--- config.mk ---
export PLATFORM = sky130hd
export DESIGN_NAME = joystick_axis_calibrated_map
export DESIGN_NICKNAME = d
export VERILOG_FILES = /design/src/rtl/jacm_pkg.sv /design/src/rtl/jacm_regs.sv /design/src/rtl/jacm_div_stage.sv /design/src/rtl/jacm_lane.sv /design/src/rtl/joystick_axis_calibrated_map.sv
export SDC_FILE = /design/constraint.sdc
export NUM_CORES = 2
export LEC_CHECK = 0
export BUFFER_PORTS_ARGS = -buffer_cell sky130_fd_sc_hd__buf_4
export CAP_MARGIN = 20
export CORE_MARGIN = 3
export CORE_UTILIZATION = 49
export CTS_CLUSTER_DIAMETER = 100
export DETAILED_ROUTE_END_ITERATION = 16
export HOLD_SLACK_MARGIN = 0.08
export PLACE_DENSITY = 0.65
export SLEW_MARGIN = 20
export SYNTH_ARGS = -nofsm -noshare
export SYNTH_HDL_FRONTEND = slang
export SYNTH_HIERARCHICAL = 1
export SYNTH_SLANG_ARGS = --single-unit
--- constraint.sdc ---
create_clock -name clk -period 19.7 [get_ports clk]
set_clock_uncertainty 0.05 [all_clocks]
set_input_delay 2.955 -clock clk [delete_from_list [all_inputs] [get_ports clk]]
set_output_delay 2.955 -clock clk [all_outputs]
set_load 0.05 [all_outputs]
--- src/rtl/jacm_pkg.sv ---
// Package for the calibrated joystick axis map.
// Shared widths, register codes, reset values and calibration structs.
// No dependencies.
package jacm_pkg;

  localparam int SAMPLE_W = 8;
  localparam int POS_W    = 8;
  localparam int SPAN_W   = 8;
  // diff * span peaks at 255 * 128, which fits in 15 bits
  localparam int PROD_W   = 15;
  // quotient bits resolved per divider stage
  localparam int DIV_BPS  = 3;
  localparam int ADDR_W   = 5;
  localparam int DATA_W   = 32;

  typedef enum logic [2:0] {
    REG_X_LOW  = 3'd0,
    REG_X_MID  = 3'd1,
    REG_X_HIGH = 3'd2,
    REG_Y_LOW  = 3'd3,
    REG_Y_MID  = 3'd4,
    REG_Y_HIGH = 3'd5,
    REG_OUT_LO = 3'd6,
    REG_OUT_HI = 3'd7
  } reg_idx_t;

  localparam logic [7:0] LOW_RST    = 8'd0;
  localparam logic [7:0] MID_RST    = 8'd128;
  localparam logic [7:0] HIGH_RST   = 8'd255;
  localparam logic [7:0] OUT_LO_RST = 8'h9C;  // -100
  localparam logic [6:0] OUT_HI_RST = 7'd100;

  typedef struct packed {
    logic [7:0] lo;
    logic [7:0] mid;
    logic [7:0] hi;
  } axis_cal_t;

  typedef struct packed {
    axis_cal_t  x;
    axis_cal_t  y;
    logic [7:0] out_low;
    logic [6:0] out_high;
  } cal_t;

endpackage

--- src/rtl/jacm_regs.sv ---
// Calibration register file behind an APB-style port.
// Depends on jacm_pkg.
module jacm_regs (
  input  logic                        clk,
  input  logic                        rst,
  input  logic                        psel,
  input  logic                        penable,
  input  logic                        pwrite,
  input  logic [jacm_pkg::ADDR_W-1:0] paddr,
  input  logic [jacm_pkg::DATA_W-1:0] pwdata,
  output logic [jacm_pkg::DATA_W-1:0] prdata,
  output logic                        pready,
  output jacm_pkg::cal_t              cal
);

  jacm_pkg::reg_idx_t idx;
  logic               wr;

  assign idx    = jacm_pkg::reg_idx_t'(paddr[jacm_pkg::ADDR_W-1:2]);
  assign wr     = psel && penable && pwrite;
  assign pready = 1'b1;

  always_ff @(posedge clk) begin
    if (rst) begin
      cal.x.lo     <= jacm_pkg::LOW_RST;
      cal.x.mid    <= jacm_pkg::MID_RST;
      cal.x.hi     <= jacm_pkg::HIGH_RST;
      cal.y.lo     <= jacm_pkg::LOW_RST;
      cal.y.mid    <= jacm_pkg::MID_RST;
      cal.y.hi     <= jacm_pkg::HIGH_RST;
      cal.out_low  <= jacm_pkg::OUT_LO_RST;
      cal.out_high <= jacm_pkg::OUT_HI_RST;
    end else if (wr) begin
      unique case (idx)
        jacm_pkg::REG_X_LOW:  cal.x.lo     <= pwdata[7:0];
        jacm_pkg::REG_X_MID:  cal.x.mid    <= pwdata[7:0];
        jacm_pkg::REG_X_HIGH: cal.x.hi     <= pwdata[7:0];
        jacm_pkg::REG_Y_LOW:  cal.y.lo     <= pwdata[7:0];
        jacm_pkg::REG_Y_MID:  cal.y.mid    <= pwdata[7:0];
        jacm_pkg::REG_Y_HIGH: cal.y.hi     <= pwdata[7:0];
        jacm_pkg::REG_OUT_LO: cal.out_low  <= pwdata[7:0];
        jacm_pkg::REG_OUT_HI: cal.out_high <= pwdata[6:0];
      endcase
    end
  end

  always_comb begin
    unique case (idx)
      jacm_pkg::REG_X_LOW:  prdata = {24'd0, cal.x.lo};
      jacm_pkg::REG_X_MID:  prdata = {24'd0, cal.x.mid};
      jacm_pkg::REG_X_HIGH: prdata = {24'd0, cal.x.hi};
      jacm_pkg::REG_Y_LOW:  prdata = {24'd0, cal.y.lo};
      jacm_pkg::REG_Y_MID:  prdata = {24'd0, cal.y.mid};
      jacm_pkg::REG_Y_HIGH: prdata = {24'd0, cal.y.hi};
      jacm_pkg::REG_OUT_LO: prdata = {24'd0, cal.out_low};
      jacm_pkg::REG_OUT_HI: prdata = {25'd0, cal.out_high};
    endcase
  end

endmodule

--- src/rtl/jacm_div_stage.sv ---
// One stage of the pipelined restoring divider: BPS quotient bits per stage.
// Depends on jacm_pkg.
module jacm_div_stage #(
  parameter int BPS   = jacm_pkg::DIV_BPS,
  parameter int NUM_W = jacm_pkg::PROD_W
) (
  input  logic             clk,
  input  logic             en,
  input  logic [7:0]       rem_in,
  input  logic [NUM_W-1:0] num_in,
  input  logic [NUM_W-1:0] quo_in,
  input  logic [7:0]       den_in,
  input  logic             seg_in,
  output logic [7:0]       rem_out,
  output logic [NUM_W-1:0] num_out,
  output logic [NUM_W-1:0] quo_out,
  output logic [7:0]       den_out,
  output logic             seg_out
);

  logic [7:0]       rem_next;
  logic [NUM_W-1:0] num_next;
  logic [NUM_W-1:0] quo_next;

  always_comb begin
    logic [8:0] r2;
    logic       ge;
    rem_next = rem_in;
    num_next = num_in;
    quo_next = quo_in;
    for (int j = 0; j < BPS; j++) begin
      r2       = {rem_next, num_next[NUM_W-1]};
      num_next = {num_next[NUM_W-2:0], 1'b0};
      ge       = r2 >= {1'b0, den_in};
      // zero divisor gives junk here; the final stage forces the result
      rem_next = ge ? 8'(r2 - {1'b0, den_in}) : r2[7:0];
      quo_next = {quo_next[NUM_W-2:0], ge};
    end
  end

  always_ff @(posedge clk) begin
    if (en) begin
      rem_out <= rem_next;
      num_out <= num_next;
      quo_out <= quo_next;
      den_out <= den_in;
      seg_out <= seg_in;
    end
  end

endmodule

--- src/rtl/jacm_lane.sv ---
// Datapath of one axis: clamp/select, multiply, divider stages, offset/saturate.
// Depends on jacm_pkg and jacm_div_stage.
module jacm_lane #(
  parameter int DIV_BPS = jacm_pkg::DIV_BPS,
  localparam int DIV_STAGES = (jacm_pkg::PROD_W + DIV_BPS - 1) / DIV_BPS,
  localparam int NUM_W      = DIV_STAGES * DIV_BPS,
  localparam int NSTG       = DIV_STAGES + 3
) (
  input  logic                          clk,
  input  logic [NSTG-1:0]               en,
  input  logic [jacm_pkg::SAMPLE_W-1:0] sample,
  input  jacm_pkg::axis_cal_t           cal,
  input  logic [7:0]                    out_low,
  input  logic [6:0]                    out_high,
  output logic [jacm_pkg::POS_W-1:0]    pos
);

  // stage 0: clamp and segment select
  logic [7:0] v_lo, v_cl, start, endp, diff_c, den_c, span_c;
  logic       seg_c;

  always_comb begin
    v_lo   = (sample < cal.lo) ? cal.lo : sample;
    v_cl   = (v_lo > cal.hi) ? cal.hi : v_lo;
    seg_c  = v_cl < cal.mid;
    start  = seg_c ? cal.lo : cal.mid;
    endp   = seg_c ? cal.mid : cal.hi;
    diff_c = v_cl - start;
    den_c  = endp - start;
    // positive out_low counts as 0
    span_c = seg_c ? (out_low[7] ? 8'(8'd0 - out_low) : 8'd0) : {1'b0, out_high};
  end

  logic [7:0] s0_diff, s0_den, s0_span;
  logic       s0_seg;

  always_ff @(posedge clk) begin
    if (en[0]) begin
      s0_diff <= diff_c;
      s0_den  <= den_c;
      s0_span <= span_c;
      s0_seg  <= seg_c;
    end
  end

  // stage 1: multiply
  logic [15:0]      prod;
  logic [NUM_W-1:0] s1_num;
  logic [7:0]       s1_den;
  logic             s1_seg;

  assign prod = {8'd0, s0_diff} * {8'd0, s0_span};

  always_ff @(posedge clk) begin
    if (en[1]) begin
      s1_num <= NUM_W'(prod);
      s1_den <= s0_den;
      s1_seg <= s0_seg;
    end
  end

  // divider stages
  logic [7:0]       d_rem [DIV_STAGES+1];
  logic [NUM_W-1:0] d_num [DIV_STAGES+1];
  logic [NUM_W-1:0] d_quo [DIV_STAGES+1];
  logic [7:0]       d_den [DIV_STAGES+1];
  logic             d_seg [DIV_STAGES+1];

  assign d_rem[0] = 8'd0;
  assign d_num[0] = s1_num;
  assign d_quo[0] = '0;
  assign d_den[0] = s1_den;
  assign d_seg[0] = s1_seg;

  for (genvar k = 0; k < DIV_STAGES; k++) begin : g_div
    jacm_div_stage #(
      .BPS   (DIV_BPS),
      .NUM_W (NUM_W)
    ) u_stage (
      .clk     (clk),
      .en      (en[2+k]),
      .rem_in  (d_rem[k]),
      .num_in  (d_num[k]),
      .quo_in  (d_quo[k]),
      .den_in  (d_den[k]),
      .seg_in  (d_seg[k]),
      .rem_out (d_rem[k+1]),
      .num_out (d_num[k+1]),
      .quo_out (d_quo[k+1]),
      .den_out (d_den[k+1]),
      .seg_out (d_seg[k+1])
    );
  end

  // last stage: add segment start, saturate
  logic [NUM_W-1:0]        quo;
  logic [7:0]              base;
  logic signed [NUM_W+1:0] sum;
  logic [7:0]              pos_next;

  always_comb begin
    quo  = (d_den[DIV_STAGES] == 8'd0) ? '0 : d_quo[DIV_STAGES];
    base = (d_seg[DIV_STAGES] && out_low[7]) ? out_low : 8'd0;
    sum  = $signed({2'b00, quo}) + $signed({{(NUM_W-6){base[7]}}, base});
    if (sum > $signed((NUM_W+2)'(127))) begin
      pos_next = 8'h7F;
    end else if (sum < -$signed((NUM_W+2)'(128))) begin
      pos_next = 8'h80;
    end else begin
      pos_next = sum[7:0];
    end
  end

  always_ff @(posedge clk) begin
    if (en[NSTG-1]) begin
      pos <= pos_next;
    end
  end

endmodule

--- src/rtl/joystick_axis_calibrated_map.sv ---
// Top level of the calibrated joystick axis map.
// Depends on jacm_pkg, jacm_regs, jacm_lane (and through it jacm_div_stage).
//
// Usage:
//  - Input stream s_*: one transfer carries a raw X/Y sample pair.
//  - Output stream m_*: one transfer per input, pos_x/pos_y are the clamped,
//    piecewise-linear mapped positions, echo_x/echo_y the raw bytes.
//  - APB port: eight calibration registers at byte offsets 0x00..0x1C; write
//    them only while the pipeline is empty. Software keeps low<=mid<=high.
//  - Pipeline: with DIV_BPS=3 the stages are clamp, multiply, five divider
//    stages and offset/saturate; in general DIV_BPS sets how many divider
//    stages there are. The divider stages set the depth.
//  - Throughput: one pair per cycle unless the receiver stalls. Each stage has
//    its own valid bit and loads whenever it is empty or the stage after it
//    moves, so bubbles are squeezed out and input flows while a result waits.
//  - Receiver stall: the output register holds; stages fill up behind it,
//    and s_tready drops only when every stage holds an item.
//  - Reset (rst, synchronous): clears all valid bits and loads the default
//    calibration (0/128/255 per axis, out_low -100, out_high 100).
module joystick_axis_calibrated_map #(
  parameter int DIV_BPS = jacm_pkg::DIV_BPS
) (
  input  logic        clk,
  input  logic        rst,
  // slave side
  input  logic        s_tvalid,
  output logic        s_tready,
  input  logic [15:0] s_tdata,   // [7:0] sample_x, [15:8] sample_y
  // master side
  output logic        m_tvalid,
  input  logic        m_tready,
  output logic [31:0] m_tdata,   // [7:0] pos_x, [15:8] pos_y, [23:16] echo_x,
                                 // [31:24] echo_y
  // configuration
  input  logic                        psel,
  input  logic                        penable,
  input  logic                        pwrite,
  input  logic [jacm_pkg::ADDR_W-1:0] paddr,
  input  logic [jacm_pkg::DATA_W-1:0] pwdata,
  output logic [jacm_pkg::DATA_W-1:0] prdata,
  output logic                        pready
);

  localparam int DIV_STAGES = (jacm_pkg::PROD_W + DIV_BPS - 1) / DIV_BPS;
  localparam int NSTG       = DIV_STAGES + 3;

  jacm_pkg::cal_t cal;

  jacm_regs u_regs (
    .clk     (clk),
    .rst     (rst),
    .psel    (psel),
    .penable (penable),
    .pwrite  (pwrite),
    .paddr   (paddr),
    .pwdata  (pwdata),
    .prdata  (prdata),
    .pready  (pready),
    .cal     (cal)
  );

  // pipeline control: a stage loads when empty or when its successor moves
  logic [NSTG-1:0] vld;
  logic [NSTG-1:0] en;

  always_comb begin
    en[NSTG-1] = !vld[NSTG-1] || m_tready;
    for (int k = NSTG - 2; k >= 0; k--) begin
      en[k] = !vld[k] || en[k+1];
    end
  end

  always_ff @(posedge clk) begin
    if (rst) begin
      vld <= '0;
    end else begin
      if (en[0]) begin
        vld[0] <= s_tvalid;
      end
      for (int k = 1; k < NSTG; k++) begin
        if (en[k]) begin
          vld[k] <= vld[k-1];
        end
      end
    end
  end

  assign s_tready = en[0];
  assign m_tvalid = vld[NSTG-1];

  // raw bytes ride alongside the datapath
  logic [15:0] echo_pipe [NSTG];

  always_ff @(posedge clk) begin
    if (en[0]) begin
      echo_pipe[0] <= s_tdata;
    end
    for (int k = 1; k < NSTG; k++) begin
      if (en[k]) begin
        echo_pipe[k] <= echo_pipe[k-1];
      end
    end
  end

  logic [7:0] pos_x, pos_y;

  jacm_lane #(.DIV_BPS(DIV_BPS)) u_lane_x (
    .clk      (clk),
    .en       (en),
    .sample   (s_tdata[7:0]),
    .cal      (cal.x),
    .out_low  (cal.out_low),
    .out_high (cal.out_high),
    .pos      (pos_x)
  );

  jacm_lane #(.DIV_BPS(DIV_BPS)) u_lane_y (
    .clk      (clk),
    .en       (en),
    .sample   (s_tdata[15:8]),
    .cal      (cal.y),
    .out_low  (cal.out_low),
    .out_high (cal.out_high),
    .pos      (pos_y)
  );

  assign m_tdata = {echo_pipe[NSTG-1], pos_y, pos_x};

  // an accepted pair always lands in the first stage
  a_accept_loads: assert property (@(posedge clk) disable iff (rst)
    (s_tvalid && s_tready) |=> vld[0])
    else $error("accepted transfer not captured in first stage");

  // input is refused only when the whole pipeline is full and stalled
  a_full_stall: assert property (@(posedge clk) disable iff (rst)
    (!s_tready) |-> ((&vld) && !m_tready))
    else $error("input stalled with room in the pipeline");

  // an empty first stage always takes input
  a_empty_ready: assert property (@(posedge clk) disable iff (rst)
    (!vld[0]) |-> s_tready)
    else $error("empty first stage not ready");

  // after an output transfer the next output valid comes from the stage before
  a_out_advance: assert property (@(posedge clk) disable iff (rst)
    (m_tvalid && m_tready) |=> (m_tvalid == $past(vld[NSTG-2])))
    else $error("output stage did not advance from its predecessor");

endmodule
Word-level counts from Yosys, hierarchy flattened
Memories as Yosys holds them, arrays and structs flattened.
Index checks and enable logic that the tools add are counted.
- register bits: 489
- memory bits (writable): 128
- input bits: 60
- output and inout bits: 67
- word-level logic and storage cells: 258
- memories kept: 1
- memory list (memory ; words ; bits a word ; read ports ; clocked after Yosys merged registers in ; write ports ; RTL line ; text):
    echo_pipe ; 8 ; 16 ; 8 ; 0 ; 8 ; joystick_axis_calibrated_map.sv:92 ; logic [15:0] echo_pipe [NSTG];
- $add $sub $neg: 35
- multiply operators: 2
- magnitude comparators: 40
- equality and inequality tests: 7
- muxes and demuxes: 62
- reduce and logical (&&, ||, !) cells: 31
- operators by type and width (kind ; count):
    two-way mux 8 bit ; 41
    one-hot mux 32 bit (8 select lines) ; 1
    greater-or-equal comparator 9 x 8 -> 1 bit ; 28
    subtractor 8 bit ; 30
    adder 16 x 8 -> 17 bit ; 2
    greater-than comparator 17 x 8 -> 1 bit, second input constant ; 2
    < comparator 17 x 8 -> 1 bit, second input constant ; 2
    < comparator 8 bit ; 4
    multiplier 8 x 8 -> 15 bit ; 2
    two-way mux 15 bit ; 2
    greater-or-equal comparator 1 x 8 -> 1 bit ; 2
    greater-than comparator 8 bit ; 2
    zero test 8 bit ; 2
    two-way mux 1 bit ; 16
    AND reduction 2 bit ; 8
    subtractor 1 x 8 -> 8 bit ; 2
    two-way mux 7 bit ; 2
    == test 3 bit, second input constant ; 4
    zero test 1 bit ; 8
    logical OR 1 bit ; 8
    subtractor 1 x 8 -> 8 bit, first input constant ; 1
    == test 3 x 2 -> 1 bit, second input constant ; 2
    logical AND 1 bit ; 4
    == test 3 x 1 -> 1 bit, second input constant ; 1
    zero test 3 bit ; 1

Depth between registers and ports, before layout
- depth after elaboration: 11
- depth in mapped cells: 36
- mapped depth without buffers: 32

Cells and area by module
The synthesis kept the hierarchy.
- modules (own cells, without submodules) (module ; instances ; cells each ; area each (um^2) ; seq. area each (um^2)):
    jacm_div_stage (u_lane_x.g_div[1].u_stage ...) ; 7 ; 222 ; 2692.6 ; 1321.3
    jacm_lane (u_lane_x) ; 1 ; 728 ; 6756.5 ; 1711.6
    jacm_lane (u_lane_y) ; 1 ; 684 ; 6475.0 ; 1711.6
    joystick_axis_calibrated_map ; 1 ; 182 ; 4292.9 ; 4003.8
    jacm_regs ; 1 ; 369 ; 3104.2 ; 1261.2
    jacm_div_stage (u_lane_y.g_div[2].u_stage) ; 1 ; 219 ; 2770.2 ; 1321.3
    jacm_div_stage (u_lane_y.g_div[1].u_stage) ; 1 ; 214 ; 2750.1 ; 1321.3
    jacm_div_stage (u_lane_x.g_div[0].u_stage) ; 1 ; 215 ; 2730.1 ; 1321.3

Worst setup path before layout
No wires, ideal clock.
- kind: input-to-reg
- start: input port s_tdata[7]
- end: register u_lane_x.s0_den[7] (data pin)
- setup time: 0.260 ns
- arrival: 9.658 ns
- data required time: 19.390 ns
- slack: 9.732 ns
- stages on the path: 29
- buffers on the path: 3
- path through: ha_1 -> and4_1 -> nand2_1 -> o211ai_2 -> mux2_2 -> ha_1 -> and3_4 -> a221o_1 -> a22oi_4 -> mux2_2 -> ha_1 -> a21oi_2 -> nor2_1 -> or4b_4 -> o31ai_4 -> nor2_4 -> buf_2 -> clkbuf_1 -> clkbuf_1 -> o21ai_0 -> ha_1 -> nand2_1 -> a21oi_1 -> nor2_1 -> or4_1 -> a21oi_1 -> nor3_2 -> a311oi_2 -> xnor2_1
- cells in the longest elaborated chain, start to end: 7
- elaborated cells on any way between the ends: 8
- classes of those cells: add/sub (1); order compare (3); mux (4)
- ends and longest elaborated chain (what ; RTL line ; text):
    from (decl) ; joystick_axis_calibrated_map.sv:28 ; input logic [15:0] s_tdata,
    < comparator 8 bit ; jacm_lane.sv:23 ; v_lo = (sample < cal.lo) ? cal.lo : sample;
    two-way mux 8 bit (*) ; jacm_lane.sv:23 ;
    greater-than comparator 8 bit ; jacm_lane.sv:24 ; v_cl = (v_lo > cal.hi) ? cal.hi : v_lo;
    two-way mux 8 bit (*) ; jacm_lane.sv:24 ;
    < comparator 8 bit (*) ; jacm_lane.sv:25 ; seg_c = v_cl < cal.mid;
    two-way mux 8 bit (on tied branches) ; jacm_lane.sv:27, jacm_lane.sv:26 ;
    subtractor 8 bit (*) ; jacm_lane.sv:29 ; den_c = endp - start;
    net u_lane_x.den_c[7] ; jacm_lane.sv:19 ; logic [7:0] v_lo, v_cl, start, endp, diff_c, den_c, span_c;
    to (signal assigned) ; jacm_lane.sv:40 ; s0_den <= den_c;
    to (decl) ; jacm_lane.sv:34 ; logic [7:0] s0_diff, s0_den, s0_span;
The timed path passes the listed nets; every way through them passes the cells marked *.
A chain may end at the register's enable or synchronous reset.

Worst setup path after layout
Ends and elaborated chain as after synthesis.

==> flow_summary.toml <==
[cts]
clk_path_buf_depth = 3
path_clk_slew_ns = 0.06
cts-resized-gates = 0
worst_skew_pair.late_latency_ns = 0.62
cts_buffers = 69
clock-sinks = 617
cts.htree.levels = 3
post_cts_buffers = 0
cts_tree = "yes"
cts_root_buffer = "clkbuf_16"
hold_buffers = 0

[final_layout]
finalNetCount = 4611
area_delta_synth_final_pct = 9.00
final_cell_mix = "edfxtp_1 (546), ha_1 (406), inv_1 (386)"
drive_gt1_share_pct = 10.9
regArea_um2 = 17800
layout_commonest_cell = "edfxtp_1"
fillers = 7425
multi_input_area_um2 = 23200
fin_cells = 5243

[min_path]
holdPathEnd = "u_lane_y/g_div[1].u_stage/seg_out"
holdPathStages = 0
holdCritStartpoint = "u_lane_y/g_div[0].u_stage/seg_out"
hold_class = "register to register"

[placed_design]
portBuffers = 75
dp.cells = 5117
gp_routability_congestion = 0.884
dp.final_hpwl_um = 68600

[critical_path]
reg2reg_depth = 28
timing.rr.end = "u_lane_x/s0_den[7]"
reg2reg_slack_ns = 11.66
crit_path_end_kind = "register"
reg2reg_from = "u_regs/cal[59]"
cp_max_fo = 31
worstSetupPathType = "primary input to register"
setup.worst_path.start_class = "primary input"
cp.required_ns = 20.00
worstPathArrival_ns = 10.22

[route]
post_drt_wl_per_cell_um = 17.3
drtPass1Iterations = 5
postRouteAntennaNets = 0
remaining_drc_errors = 0
drt_iter0_drc = 2046
routed_wl_um = 90800
route.vias.total = 29131
viasPerCell = 5.56

[floorplan]
die_w_um = 302
rows = 107
ios = 127
core_region_area_um2 = 86100
die-area_um2 = 91300
start_util_pct = 49.9
die_h_um = 302

[synth]
avgSynthCellArea_um2 = 10.9
yosys_warnings = 6
netlist_instances = 3941
netlist_area_um2 = 43000

[timing]
slew_headroom_pct = 31.5
finalCritPeriodShare_pct = 50.4
hold_viol_final = 0
max_freq_ghz = 0.101
fin_setup_tns_ns = 0
setup_violations = 0
rsz0062_at_grt = "false"
slew_viol_final = 0
worst_slew_pin_slew_ns = 1.03
final.min_clock_period_ns = 9.92

[grt]
grt-ovfl-total = 0
grt_max_degree = 81
grt_pass1_vias = 28171
antenna_found_initial = 3
grt_pass1_wl_um = 147000
grt_usage_pct = 19.9

[status]
status = "complete, no violations"

[run]
cap_violations = 0
-- worst max path at each step --
stage                start                  to  slack (ns)  cells past startpoint
2_1_floorplan   s_tdata[7]  u_lane_x/s0_den[7]        9.73                     29
3_3_place_gp    s_tdata[7]  u_lane_x/s0_den[7]        9.33                     28
3_5_place_dp    s_tdata[7]  u_lane_x/s0_den[7]        9.25                     28
4_1_cts         s_tdata[7]  u_lane_x/s0_den[7]        9.89                     28
5_1_grt        s_tdata[15]  u_lane_y/s0_den[6]        9.36                     30
6_report        s_tdata[7]  u_lane_x/s0_den[7]        9.78                     28
-- per-layer routing --
| metal | vias to the layer above | routed length, um | global-route usage [%] |
|---|---|---|---|
| li1 | 14450 | - | - |
| met1 | 13951 | 44100 | 28.8 |
| met2 | 610 | 40700 | 31.7 |
| met5 | - | 0 | 0 |
| met4 | 0 | 1740 | 4.72 |
| met3 | 120 | 4260 | 2.81 |
-- worst max-delay path, stage by stage --
cell,delay (ns)
buf_4,0.12
ha_1,0.30
and4_1,0.27
nand2_1,0.10
o211ai_2,0.44
mux2_2,0.42
ha_1,0.28
and3_4,0.19
a221o_1,0.39
a22oi_4,0.33
mux2_2,0.44
ha_1,0.32
a21oi_2,0.16
nor2_1,0.08
or4b_4,0.53
o31ai_4,0.44
nor2_4,0.05
buf_4,0.26
o21ai_0,0.29
ha_1,0.33
nand2_1,0.08
a21oi_1,0.20
nor2_1,0.08
or4_1,0.51
a21oi_1,0.17
nor3_2,0.10
a311oi_2,0.27
xnor2_1,0.09
-- cell type report --
| type | count | area share [%] |
|---|---|---|
| Timing Repair Buffer | 86 | 1.41 |
| Tap cell | 1144 | 3.06 |
| Antenna cell | 2 | 0.0107 |
| Clock inverter | 39 | 0.842 |
| Clock buffer | 84 | 3.92 |
| Inverter | 390 | 3.13 |
| Multi-Input combinational cell | 2881 | 49.6 |
| Sequential cell | 617 | 38.1 |
-- sequential cells by signal, summed over array words and instances, names as in the netlist, 15 cells and up --
name / flops
echo_pipe: 128
u_lane_x/s1_num: 15
u_lane_x/g_div.u_stage/den_out: 40
u_lane_x/g_div.u_stage/quo_out: 45
u_lane_y/g_div.u_stage/num_out: 30
u_lane_y/g_div.u_stage/den_out: 40
u_lane_y/s1_num: 15
u_lane_y/g_div.u_stage/rem_out: 32
u_lane_y/g_div.u_stage/quo_out: 45
u_regs/cal: 63
u_lane_x/g_div.u_stage/rem_out: 32
u_lane_x/g_div.u_stage/num_out: 30
-- stage by stage --
step,hold WS (ns),setup WS [ns],util [%],instance area (um2)
6_report,0.352,9.78,54.4,46800
4_1_cts,0.348,9.89,54.3,46800
3_3_place_gp,0.351,9.33,51.8,44600
5_1_grt,0.361,9.36,54.4,46800
2_1_floorplan,0.350,9.73,-,43200
3_5_place_dp,0.355,9.25,51.8,44600
Power is left out: the tool's default activity adds up to more than one toggle a clock period on the data nets, which glitch-free logic cannot reach.
